`config.mk`:
```
export PLATFORM = sky130hd
export DESIGN_NAME = ordered_timer_queue
export DESIGN_NICKNAME = d
export VERILOG_FILES = /design/src/sv/otq_pkg.sv /design/src/sv/otq_cmp.sv /design/src/sv/otq_store.sv /design/src/sv/ordered_timer_queue.sv
export SDC_FILE = /design/constraint.sdc
export NUM_CORES = 2
export LEC_CHECK = 0
export ABC_AREA = 0
export BUFFER_PORTS_ARGS = -buffer_cell sky130_fd_sc_hd__buf_2
export CORE_ASPECT_RATIO = 2
export CORE_MARGIN = 3
export CORE_UTILIZATION = 30
export CTS_BUF_LIST = sky130_fd_sc_hd__clkbuf_8 sky130_fd_sc_hd__clkbuf_16
export DETAILED_ROUTE_END_ITERATION = 12
export SYNTH_ARGS = -nofsm -noshare
export SYNTH_HDL_FRONTEND = slang
export SYNTH_SLANG_ARGS = --single-unit
export TNS_END_PERCENT = 100
```
`constraint.sdc`:
```
create_clock -name i_clk -period 8.82 [get_ports i_clk]
set_input_delay 0.882 -clock i_clk [delete_from_list [all_inputs] [get_ports i_clk]]
set_output_delay 0.882 -clock i_clk [all_outputs]
set_load 0.02 [all_outputs]
```
`src/sv/otq_pkg.sv`:
```
`default_nettype none

package otq_pkg;

    // Field widths
    localparam int TW  = 48;  // millisecond tick / expiry
    localparam int IDW = 32;  // timer id
    localparam int DW  = 32;  // delay
    localparam int FW  = 2;   // operation code
    localparam int STW = 2;   // status code
    localparam int SLW = 49;  // signed sleep time

    // Operation codes
    localparam logic [FW-1:0] FN_ADD    = 2'd0;
    localparam logic [FW-1:0] FN_DELETE = 2'd1;
    localparam logic [FW-1:0] FN_CHECK  = 2'd2;

    // Status codes
    localparam logic [STW-1:0] ST_DONE = 2'd0;
    localparam logic [STW-1:0] ST_MISS = 2'd1;
    localparam logic [STW-1:0] ST_FULL = 2'd2;

    // Sleep time reported for an empty table (-1)
    localparam logic [SLW-1:0] SLEEP_EMPTY = {SLW{1'b1}};

    typedef enum logic [2:0] {
        S_IDLE,
        S_SCAN_OP,
        S_APPLY,
        S_SCAN_MIN,
        S_REPORT
    } t_state;

    // Outcome of one (expiry, id) comparison: eq = same key, lt = a orders first
    typedef struct packed {
        logic eq;
        logic lt;
    } t_cmp;

endpackage

`default_nettype wire

```
`src/sv/otq_cmp.sv`:
```
`default_nettype none

// Key comparator shared by every scan: orders by expiry, then by id.
module otq_cmp (
    input  wire logic [otq_pkg::TW-1:0]  i_a_exp,
    input  wire logic [otq_pkg::IDW-1:0] i_a_id,
    input  wire logic [otq_pkg::TW-1:0]  i_b_exp,
    input  wire logic [otq_pkg::IDW-1:0] i_b_id,
    output otq_pkg::t_cmp                o_res
);

    logic w_exp_eq;
    logic w_exp_lt;

    assign w_exp_eq  = (i_a_exp == i_b_exp);
    assign w_exp_lt  = (i_a_exp < i_b_exp);
    assign o_res.eq  = w_exp_eq && (i_a_id == i_b_id);
    assign o_res.lt  = w_exp_lt || (w_exp_eq && (i_a_id < i_b_id));

endmodule

`default_nettype wire

```
`src/sv/otq_store.sv`:
```
`default_nettype none

// Timer slot storage: expiry/id memory with a registered read port and
// per-slot valid flags in flops.
module otq_store #(
    parameter int SLOTS = 16,
    parameter int IW    = 4
) (
    input  wire logic                     i_clk,
    input  wire logic                     i_rst_n,
    input  wire logic                     i_wr_en,
    input  wire logic [IW-1:0]            i_wr_addr,
    input  wire logic [otq_pkg::TW-1:0]   i_wr_exp,
    input  wire logic [otq_pkg::IDW-1:0]  i_wr_id,
    input  wire logic                     i_clr_en,
    input  wire logic [IW-1:0]            i_clr_addr,
    input  wire logic [IW-1:0]            i_rd_addr,
    output logic      [otq_pkg::TW-1:0]   o_rd_exp,
    output logic      [otq_pkg::IDW-1:0]  o_rd_id,
    output logic      [SLOTS-1:0]         o_valid
);

    logic [otq_pkg::TW-1:0]  r_mem_exp [SLOTS];
    logic [otq_pkg::IDW-1:0] r_mem_id  [SLOTS];
    logic [SLOTS-1:0]        r_valid;

    always_ff @(posedge i_clk) begin
        if (i_wr_en) begin
            r_mem_exp[i_wr_addr] <= i_wr_exp;
            r_mem_id[i_wr_addr]  <= i_wr_id;
        end
        o_rd_exp <= r_mem_exp[i_rd_addr];
        o_rd_id  <= r_mem_id[i_rd_addr];
    end

    always_ff @(posedge i_clk) begin
        if (!i_rst_n) begin
            r_valid <= '0;
        end else begin
            if (i_wr_en) begin
                r_valid[i_wr_addr] <= 1'b1;
            end
            if (i_clr_en) begin
                r_valid[i_clr_addr] <= 1'b0;
            end
        end
    end

    assign o_valid = r_valid;

endmodule

`default_nettype wire

```
`src/sv/ordered_timer_queue.sv`:
```
`default_nettype none

// Ordered timer queue. Holds up to TIMER_SLOTS pending timers keyed by
// (expiry, id). Each input transfer carries the current tick and an operation:
// add (store a timer expiring at now + delay, saturated at 2^48-1, under the
// next id), delete (remove the timer whose expiry and id both match) or check
// (pop the earliest timer if due). Every operation yields exactly one result
// transfer with a status, the id/expiry of the added or fired timer, and the
// sleep time to the earliest remaining expiry (-1 when empty, 0 when due).
// From acceptance until the result is presented, the slot memory is walked
// twice through its single read port, one slot per cycle, with one shared
// key comparator: the first walk finds the match, free slot or earliest
// entry, the second finds the new earliest entry for the sleep time. o_stall
// is high while an item is in work. A finished result sits in the output
// register, so the next item can be accepted while it waits; only the
// following result waits on it.
module ordered_timer_queue #(
    parameter int TIMER_SLOTS = 16
) (
    input  wire logic                          i_clk,
    input  wire logic                          i_rst_n,
    // Input channel
    input  wire logic                          i_valid,
    output logic                               o_stall,
    input  wire logic [otq_pkg::FW-1:0]        i_func,
    input  wire logic [otq_pkg::TW-1:0]        i_now_ms,
    input  wire logic [otq_pkg::DW-1:0]        i_delay_ms,
    input  wire logic [otq_pkg::IDW-1:0]       i_target_id,
    input  wire logic [otq_pkg::TW-1:0]        i_target_expire,
    // Result channel
    output logic                               o_valid,
    input  wire logic                          i_stall,
    output logic      [otq_pkg::STW-1:0]       o_status,
    output logic      [otq_pkg::IDW-1:0]       o_timer_id,
    output logic      [otq_pkg::TW-1:0]        o_expire_ms,
    output logic signed [otq_pkg::SLW-1:0]     o_sleep_ms
);

    localparam int IW = $clog2(TIMER_SLOTS);
    localparam int CW = IW + 1;
    localparam logic [CW-1:0] SLOT_END = CW'(TIMER_SLOTS);

    // Sequencer state
    otq_pkg::t_state r_state, n_state;

    // Latched item
    logic [otq_pkg::FW-1:0]  r_func, n_func;
    logic [otq_pkg::TW-1:0]  r_now, n_now;

    // Reference key: new timer (add), target (delete), running best (check/min)
    logic [otq_pkg::TW-1:0]  r_ref_exp, n_ref_exp;
    logic [otq_pkg::IDW-1:0] r_ref_id, n_ref_id;
    logic                    r_found, n_found;
    logic [IW-1:0]           r_hit_slot, n_hit_slot;
    logic                    r_free_found, n_free_found;
    logic [IW-1:0]           r_free_slot, n_free_slot;

    // Scan pipeline
    logic [CW-1:0]           r_addr, n_addr;
    logic                    r_pend, n_pend;
    logic [IW-1:0]           r_pend_slot, n_pend_slot;

    logic [otq_pkg::IDW-1:0] r_next_id, n_next_id;

    // Operation result held across the second walk
    logic [otq_pkg::STW-1:0] r_res_status, n_res_status;
    logic [otq_pkg::IDW-1:0] r_res_id, n_res_id;
    logic [otq_pkg::TW-1:0]  r_res_exp, n_res_exp;

    // Output register
    logic                    r_out_valid, n_out_valid;
    logic [otq_pkg::STW-1:0] r_out_status, n_out_status;
    logic [otq_pkg::IDW-1:0] r_out_id, n_out_id;
    logic [otq_pkg::TW-1:0]  r_out_exp, n_out_exp;
    logic [otq_pkg::SLW-1:0] r_out_sleep, n_out_sleep;

    // Store interface
    logic                    w_wr_en;
    logic                    w_clr_en;
    logic [IW-1:0]           w_clr_addr;
    logic [IW-1:0]           w_rd_addr;
    logic [otq_pkg::TW-1:0]  w_rd_exp;
    logic [otq_pkg::IDW-1:0] w_rd_id;
    logic [TIMER_SLOTS-1:0]  w_valid;

    otq_pkg::t_cmp           w_cmp;
    logic [otq_pkg::TW:0]    w_sum;
    logic [otq_pkg::TW-1:0]  w_exp_new;
    logic [otq_pkg::SLW-1:0] w_diff;
    logic                    w_due;
    logic                    w_issue;
    logic                    w_ent_valid;
    logic                    w_accept;

    otq_store #(
        .SLOTS (TIMER_SLOTS),
        .IW    (IW)
    ) u_store (
        .i_clk      (i_clk),
        .i_rst_n    (i_rst_n),
        .i_wr_en    (w_wr_en),
        .i_wr_addr  (r_free_slot),
        .i_wr_exp   (r_ref_exp),
        .i_wr_id    (r_ref_id),
        .i_clr_en   (w_clr_en),
        .i_clr_addr (w_clr_addr),
        .i_rd_addr  (w_rd_addr),
        .o_rd_exp   (w_rd_exp),
        .o_rd_id    (w_rd_id),
        .o_valid    (w_valid)
    );

    // Entry just read against the reference key
    otq_cmp u_cmp (
        .i_a_exp (w_rd_exp),
        .i_a_id  (w_rd_id),
        .i_b_exp (r_ref_exp),
        .i_b_id  (r_ref_id),
        .o_res   (w_cmp)
    );

    // Saturating expiry for add
    assign w_sum     = {1'b0, i_now_ms} + {{(otq_pkg::TW + 1 - otq_pkg::DW){1'b0}}, i_delay_ms};
    assign w_exp_new = w_sum[otq_pkg::TW] ? {otq_pkg::TW{1'b1}} : w_sum[otq_pkg::TW-1:0];

    // Reference expiry minus now: sign or zero means due; else the sleep time
    assign w_diff = {1'b0, r_ref_exp} - {1'b0, r_now};
    assign w_due  = w_diff[otq_pkg::SLW-1] || (w_diff == '0);

    assign w_issue     = (r_addr < SLOT_END);
    assign w_rd_addr   = r_addr[IW-1:0];
    assign w_ent_valid = w_valid[r_pend_slot];

    assign o_stall  = (r_state != otq_pkg::S_IDLE);
    assign w_accept = i_valid && !o_stall;

    always_ff @(posedge i_clk) begin
        if (!i_rst_n) begin
            r_state     <= otq_pkg::S_IDLE;
            r_out_valid <= 1'b0;
            r_next_id   <= '0;
            r_pend      <= 1'b0;
            r_addr      <= '0;
        end else begin
            r_state     <= n_state;
            r_out_valid <= n_out_valid;
            r_next_id   <= n_next_id;
            r_pend      <= n_pend;
            r_addr      <= n_addr;
        end
    end

    always_ff @(posedge i_clk) begin
        r_func       <= n_func;
        r_now        <= n_now;
        r_ref_exp    <= n_ref_exp;
        r_ref_id     <= n_ref_id;
        r_found      <= n_found;
        r_hit_slot   <= n_hit_slot;
        r_free_found <= n_free_found;
        r_free_slot  <= n_free_slot;
        r_pend_slot  <= n_pend_slot;
        r_res_status <= n_res_status;
        r_res_id     <= n_res_id;
        r_res_exp    <= n_res_exp;
        r_out_status <= n_out_status;
        r_out_id     <= n_out_id;
        r_out_exp    <= n_out_exp;
        r_out_sleep  <= n_out_sleep;
    end

    always_comb begin
        n_state      = r_state;
        n_func       = r_func;
        n_now        = r_now;
        n_ref_exp    = r_ref_exp;
        n_ref_id     = r_ref_id;
        n_found      = r_found;
        n_hit_slot   = r_hit_slot;
        n_free_found = r_free_found;
        n_free_slot  = r_free_slot;
        n_addr       = r_addr;
        n_pend       = r_pend;
        n_pend_slot  = r_pend_slot;
        n_next_id    = r_next_id;
        n_res_status = r_res_status;
        n_res_id     = r_res_id;
        n_res_exp    = r_res_exp;
        n_out_valid  = r_out_valid;
        n_out_status = r_out_status;
        n_out_id     = r_out_id;
        n_out_exp    = r_out_exp;
        n_out_sleep  = r_out_sleep;
        w_wr_en      = 1'b0;
        w_clr_en     = 1'b0;
        w_clr_addr   = r_hit_slot;

        // Drop the held result once the consumer takes it
        if (r_out_valid && !i_stall) begin
            n_out_valid = 1'b0;
        end

        case (r_state)
            otq_pkg::S_IDLE: begin
                if (w_accept) begin
                    n_func       = i_func;
                    n_now        = i_now_ms;
                    n_found      = 1'b0;
                    n_free_found = 1'b0;
                    n_addr       = '0;
                    n_pend       = 1'b0;
                    if (i_func == otq_pkg::FN_ADD) begin
                        n_ref_exp = w_exp_new;
                        n_ref_id  = r_next_id + 1'b1;
                    end else begin
                        n_ref_exp = i_target_expire;
                        n_ref_id  = i_target_id;
                    end
                    n_state = otq_pkg::S_SCAN_OP;
                end
            end

            otq_pkg::S_SCAN_OP, otq_pkg::S_SCAN_MIN: begin
                // Issue one slot read a cycle, evaluate it the cycle after
                if (w_issue) begin
                    n_addr      = r_addr + 1'b1;
                    n_pend      = 1'b1;
                    n_pend_slot = r_addr[IW-1:0];
                end else begin
                    n_pend = 1'b0;
                end

                if (r_pend && w_ent_valid) begin
                    if (r_state == otq_pkg::S_SCAN_MIN || r_func == otq_pkg::FN_CHECK) begin
                        // Track the earliest entry
                        if (!r_found || w_cmp.lt) begin
                            n_found    = 1'b1;
                            n_ref_exp  = w_rd_exp;
                            n_ref_id   = w_rd_id;
                            n_hit_slot = r_pend_slot;
                        end
                    end else if (r_func inside {otq_pkg::FN_ADD, otq_pkg::FN_DELETE}) begin
                        // Look for an exact key match
                        if (w_cmp.eq) begin
                            n_found    = 1'b1;
                            n_hit_slot = r_pend_slot;
                        end
                    end
                end

                // First free slot, used by add
                if (r_pend && !w_ent_valid && !r_free_found) begin
                    n_free_found = 1'b1;
                    n_free_slot  = r_pend_slot;
                end

                if (!w_issue && !r_pend) begin
                    n_state = (r_state == otq_pkg::S_SCAN_OP) ? otq_pkg::S_APPLY
                                                              : otq_pkg::S_REPORT;
                end
            end

            otq_pkg::S_APPLY: begin
                n_res_status = otq_pkg::ST_MISS;
                n_res_id     = '0;
                n_res_exp    = '0;
                case (r_func)
                    otq_pkg::FN_ADD: begin
                        if (r_found) begin
                            // Same key already pending: consume the id, store nothing
                            n_next_id    = r_ref_id;
                            n_res_status = otq_pkg::ST_DONE;
                            n_res_id     = r_ref_id;
                            n_res_exp    = r_ref_exp;
                        end else if (!r_free_found) begin
                            n_res_status = otq_pkg::ST_FULL;
                        end else begin
                            w_wr_en      = 1'b1;
                            n_next_id    = r_ref_id;
                            n_res_status = otq_pkg::ST_DONE;
                            n_res_id     = r_ref_id;
                            n_res_exp    = r_ref_exp;
                        end
                    end
                    otq_pkg::FN_DELETE: begin
                        if (r_found) begin
                            w_clr_en     = 1'b1;
                            n_res_status = otq_pkg::ST_DONE;
                        end
                    end
                    otq_pkg::FN_CHECK: begin
                        // Pop the earliest only if it is due
                        if (r_found && w_due) begin
                            w_clr_en     = 1'b1;
                            n_res_status = otq_pkg::ST_DONE;
                            n_res_id     = r_ref_id;
                            n_res_exp    = r_ref_exp;
                        end
                    end
                    default: begin
                    end
                endcase
                n_found = 1'b0;
                n_addr  = '0;
                n_pend  = 1'b0;
                n_state = otq_pkg::S_SCAN_MIN;
            end

            otq_pkg::S_REPORT: begin
                // Hold until the output register is free
                if (!r_out_valid || !i_stall) begin
                    n_out_valid  = 1'b1;
                    n_out_status = r_res_status;
                    n_out_id     = r_res_id;
                    n_out_exp    = r_res_exp;
                    if (!r_found) begin
                        n_out_sleep = otq_pkg::SLEEP_EMPTY;
                    end else if (w_due) begin
                        n_out_sleep = '0;
                    end else begin
                        n_out_sleep = w_diff;
                    end
                    n_state = otq_pkg::S_IDLE;
                end
            end

            default: begin
                n_state = otq_pkg::S_IDLE;
            end
        endcase
    end

    assign o_valid     = r_out_valid;
    assign o_status    = r_out_status;
    assign o_timer_id  = r_out_id;
    assign o_expire_ms = r_out_exp;
    assign o_sleep_ms  = r_out_sleep;

endmodule

`default_nettype wire

```
==> results.sh <==
export IMPL_wl_per_cell_um=27.5
export IMPL_syn2layout_area_growth_pct=14.9
export IMPL_vias=42100
export IMPL_yosysTopAreaCell="edfxtp_1"
export IMPL_clk_path_buf_depth=4
export IMPL_ys_warnings_count=0
export IMPL_finalSetupTns_ns=0
export IMPL_final_hold_violation_count=0
export IMPL_cts_buffers_inserted=172
export IMPL_post_cts_resized=0
export IMPL_setup_viol=0
export IMPL_leakage_nw=27.7
export IMPL_grt_use_total=0.170
export IMPL_synth_top_area_frac=0.669
export IMPL_seq_area_frac_synth=0.706
export IMPL_die_h_um=706
export IMPL_yosys_cell_count_top_type="edfxtp_1"
export IMPL_grt_start_max_net_pins=132
export IMPL_worst_pin_slew_ns=1.32
export IMPL_path_delay_family="compound AO/OA/AOI/OAI gates"
export IMPL_min_from="i_now_ms[18]"
export IMPL_slowest_stage="a311oi_1"
export IMPL_endpoint_kind="flip-flop"
export IMPL_final_setup_worst_slack_ns=2.75
export IMPL_tritoncts="built"
export IMPL_cts_sinks=1775
export IMPL_antenna_found_initial=19
export IMPL_drtIter0Drc=4958
export IMPL_drt_vias_per_instance=5.30
export IMPL_min_period_ns=6.07
export IMPL_drt_pass1_iterations=6
export IMPL_io_buffers=298
export IMPL_critPathMaxStageDelay_ns=1.01
export IMPL_design_core_area_mm2=0.243
export IMPL_final_antenna_net_count=0
export IMPL_layout_drive_gt1_share=0.232
export IMPL_drv_slew=0
export IMPL_crit_buf_inv=1
export IMPL_cp_max_fo=46
export IMPL_reg2reg_from="r_ref_exp[26]"
export IMPL_synth_area_leaders="edfxtp_1 67%, mux4_2 12%, dfxtp_1 3.8%"
export IMPL_crit_chain="ha_1 > a21oi_1 > o21ai_1 > a311oi_1 > o21ai_0 > nor4_1 > o211ai_1 > nor4_2 > nand4_2 > a211oi_4 > buf_4 > and2_1"
export IMPL_cts_htree_levels=4
export IMPL_fin_util=0.347
export IMPL_nets=4922
export IMPL_syn_area_per_cell_um2=17.4
export IMPL_synth_edf_count=1637
export IMPL_synth_seq_cells=1775
export IMPL_p_total_mw=18.1
export IMPL_root_buffer="clkbuf_16"
export IMPL_worstHoldPathType="input port to flip-flop"
export IMPL_num_io_pins=299
export IMPL_insertion_delay_ns=0.86
export IMPL_powerDensity_mw_per_mm2=214
export IMPL_fmax_mhz=165
export IMPL_clock_skew_ns=0.111
export IMPL_dieArea_mm2=0.251
export IMPL_post_dp_hpwl_mm=138
export IMPL_die_x_um=356
export IMPL_status="complete, no violations"
export IMPL_cts_setup_buffers=0
export IMPL_fin_crit_sh=0.688
export IMPL_final_area_mm2=0.0845
export IMPL_clk_pin_slew_ns=0.06
export IMPL_rows=256
export IMPL_gp_congestion=0.979
export IMPL_place_area_mm2=0.0790
export IMPL_path_class="flip-flop to flip-flop"
export IMPL_crit_start="r_ref_exp[26]"
export IMPL_maxCapViolations=0
export IMPL_grt_pass1_vias=42200
export IMPL_drc_errors=0
export IMPL_wl_mm=219
export IMPL_async_flop_share=0
export IMPL_grt_pass1_wl_mm=310
export IMPL_ys_top_cells_by_count="1,637 x edfxtp_1, 405 x mux4_2, 249 x nand2_1"
export IMPL_synthFlopType="edfxtp_1"
export IMPL_pre_cts_slack_ns=3.04
export IMPL_relSlewSlack=0.123
export IMPL_synth_nets=4569
export IMPL_syn_inst=4235
export IMPL_arrival_ns=6.72
export IMPL_rsz0062_at_grt="false"
export IMPL_required_ns=9.48
export IMPL_start_util=0.302
export IMPL_worst_setup_path_start_kind="flip-flop"
export IMPL_synthDistinctLibCells=94
export IMPL_holdBufCountCts=0
export IMPL_grt_ovfl_total=0
export IMPL_syn_area_mm2=0.0735
export IMPL_ir_drop_v=0.000150
## placed cells by master, fill, tap and decap left out, drive strengths merged, types with 44 or more instances in the layout
master  count
o21ai     210
xor2       48
nor2      138
dfxtp     138
nand3      45
a21oi     158
and2       95
inv       208
edfxtp   1637
a21o       56
clkinv     58
ha        166
mux4      405
nand2     249
clkbuf    190
nand4      49
buf       370
xnor2      44
## where the power goes
| group | internal [mW] | total [mW] | switching (mW) |
|---|---|---|---|
| clock network | 3.98 | 7.15 | 3.17 |
| registers | 9.31 | 9.53 | 0.214 |
| logic | 0.553 | 1.42 | 0.865 |
| total | 13.8 | 18.1 | 4.25 |
## final timing paths
check	cells after the start	to	slack, ns
max reg2reg	12	r_res_id[23]	2.75
min reg2reg	0	o_expire_ms[25]	0.42
min	1	r_now[18]	0.25
max	12	r_res_id[23]	2.75
## sequential cells by signal (all words and copies together) (netlist names), 48 cells and up
name	count
u_store.r_mem_exp	768
u_store.r_mem_id	512
o_sleep_ms	49
o_expire_ms	48
r_now	48
r_ref_exp	48
r_res_exp	48
u_store.o_rd_exp	48
## metal layers
layer  routed length, um  track usage  share of wire
met5                  46            0        0.00021
met4                6890       0.0537          0.031
met3               20400       0.0351          0.093
met2              103000        0.274           0.47
met1               88600        0.231           0.40
## cell families after synthesis
logic type | count (synthesis) | synth area share
DFF | 1775 | 0.706
and+or+nand+nor | 759 | 0.0515
AOI/OAI and AO/OA | 676 | 0.0582
muxes | 410 | 0.125
buffers and inverters | 355 | 0.0195
adders and majority gates | 168 | 0.0288
xor gates and xnor gates | 92 | 0.0110
## metrics by stage
step,cells,hold WS (ns)
floorplan,4235,0.400
global placement,7639,0.407
detailed placement,7639,0.405
CTS,7945,0.201
global route,7947,0.233
finish,7953,0.253
## cell type report
type                    instances  area [um^2]
fillers                     23000       159000
diodes                          8         20.0
inverters                     164          621
well taps                    3225         4040
clock inverters               116          807
clock buffers                 190         4590
repair buffers                370         2080
multi-input cells            2105        20400
flip-flops and latches       1775        51900
Power figures use the tool's default switching activity.
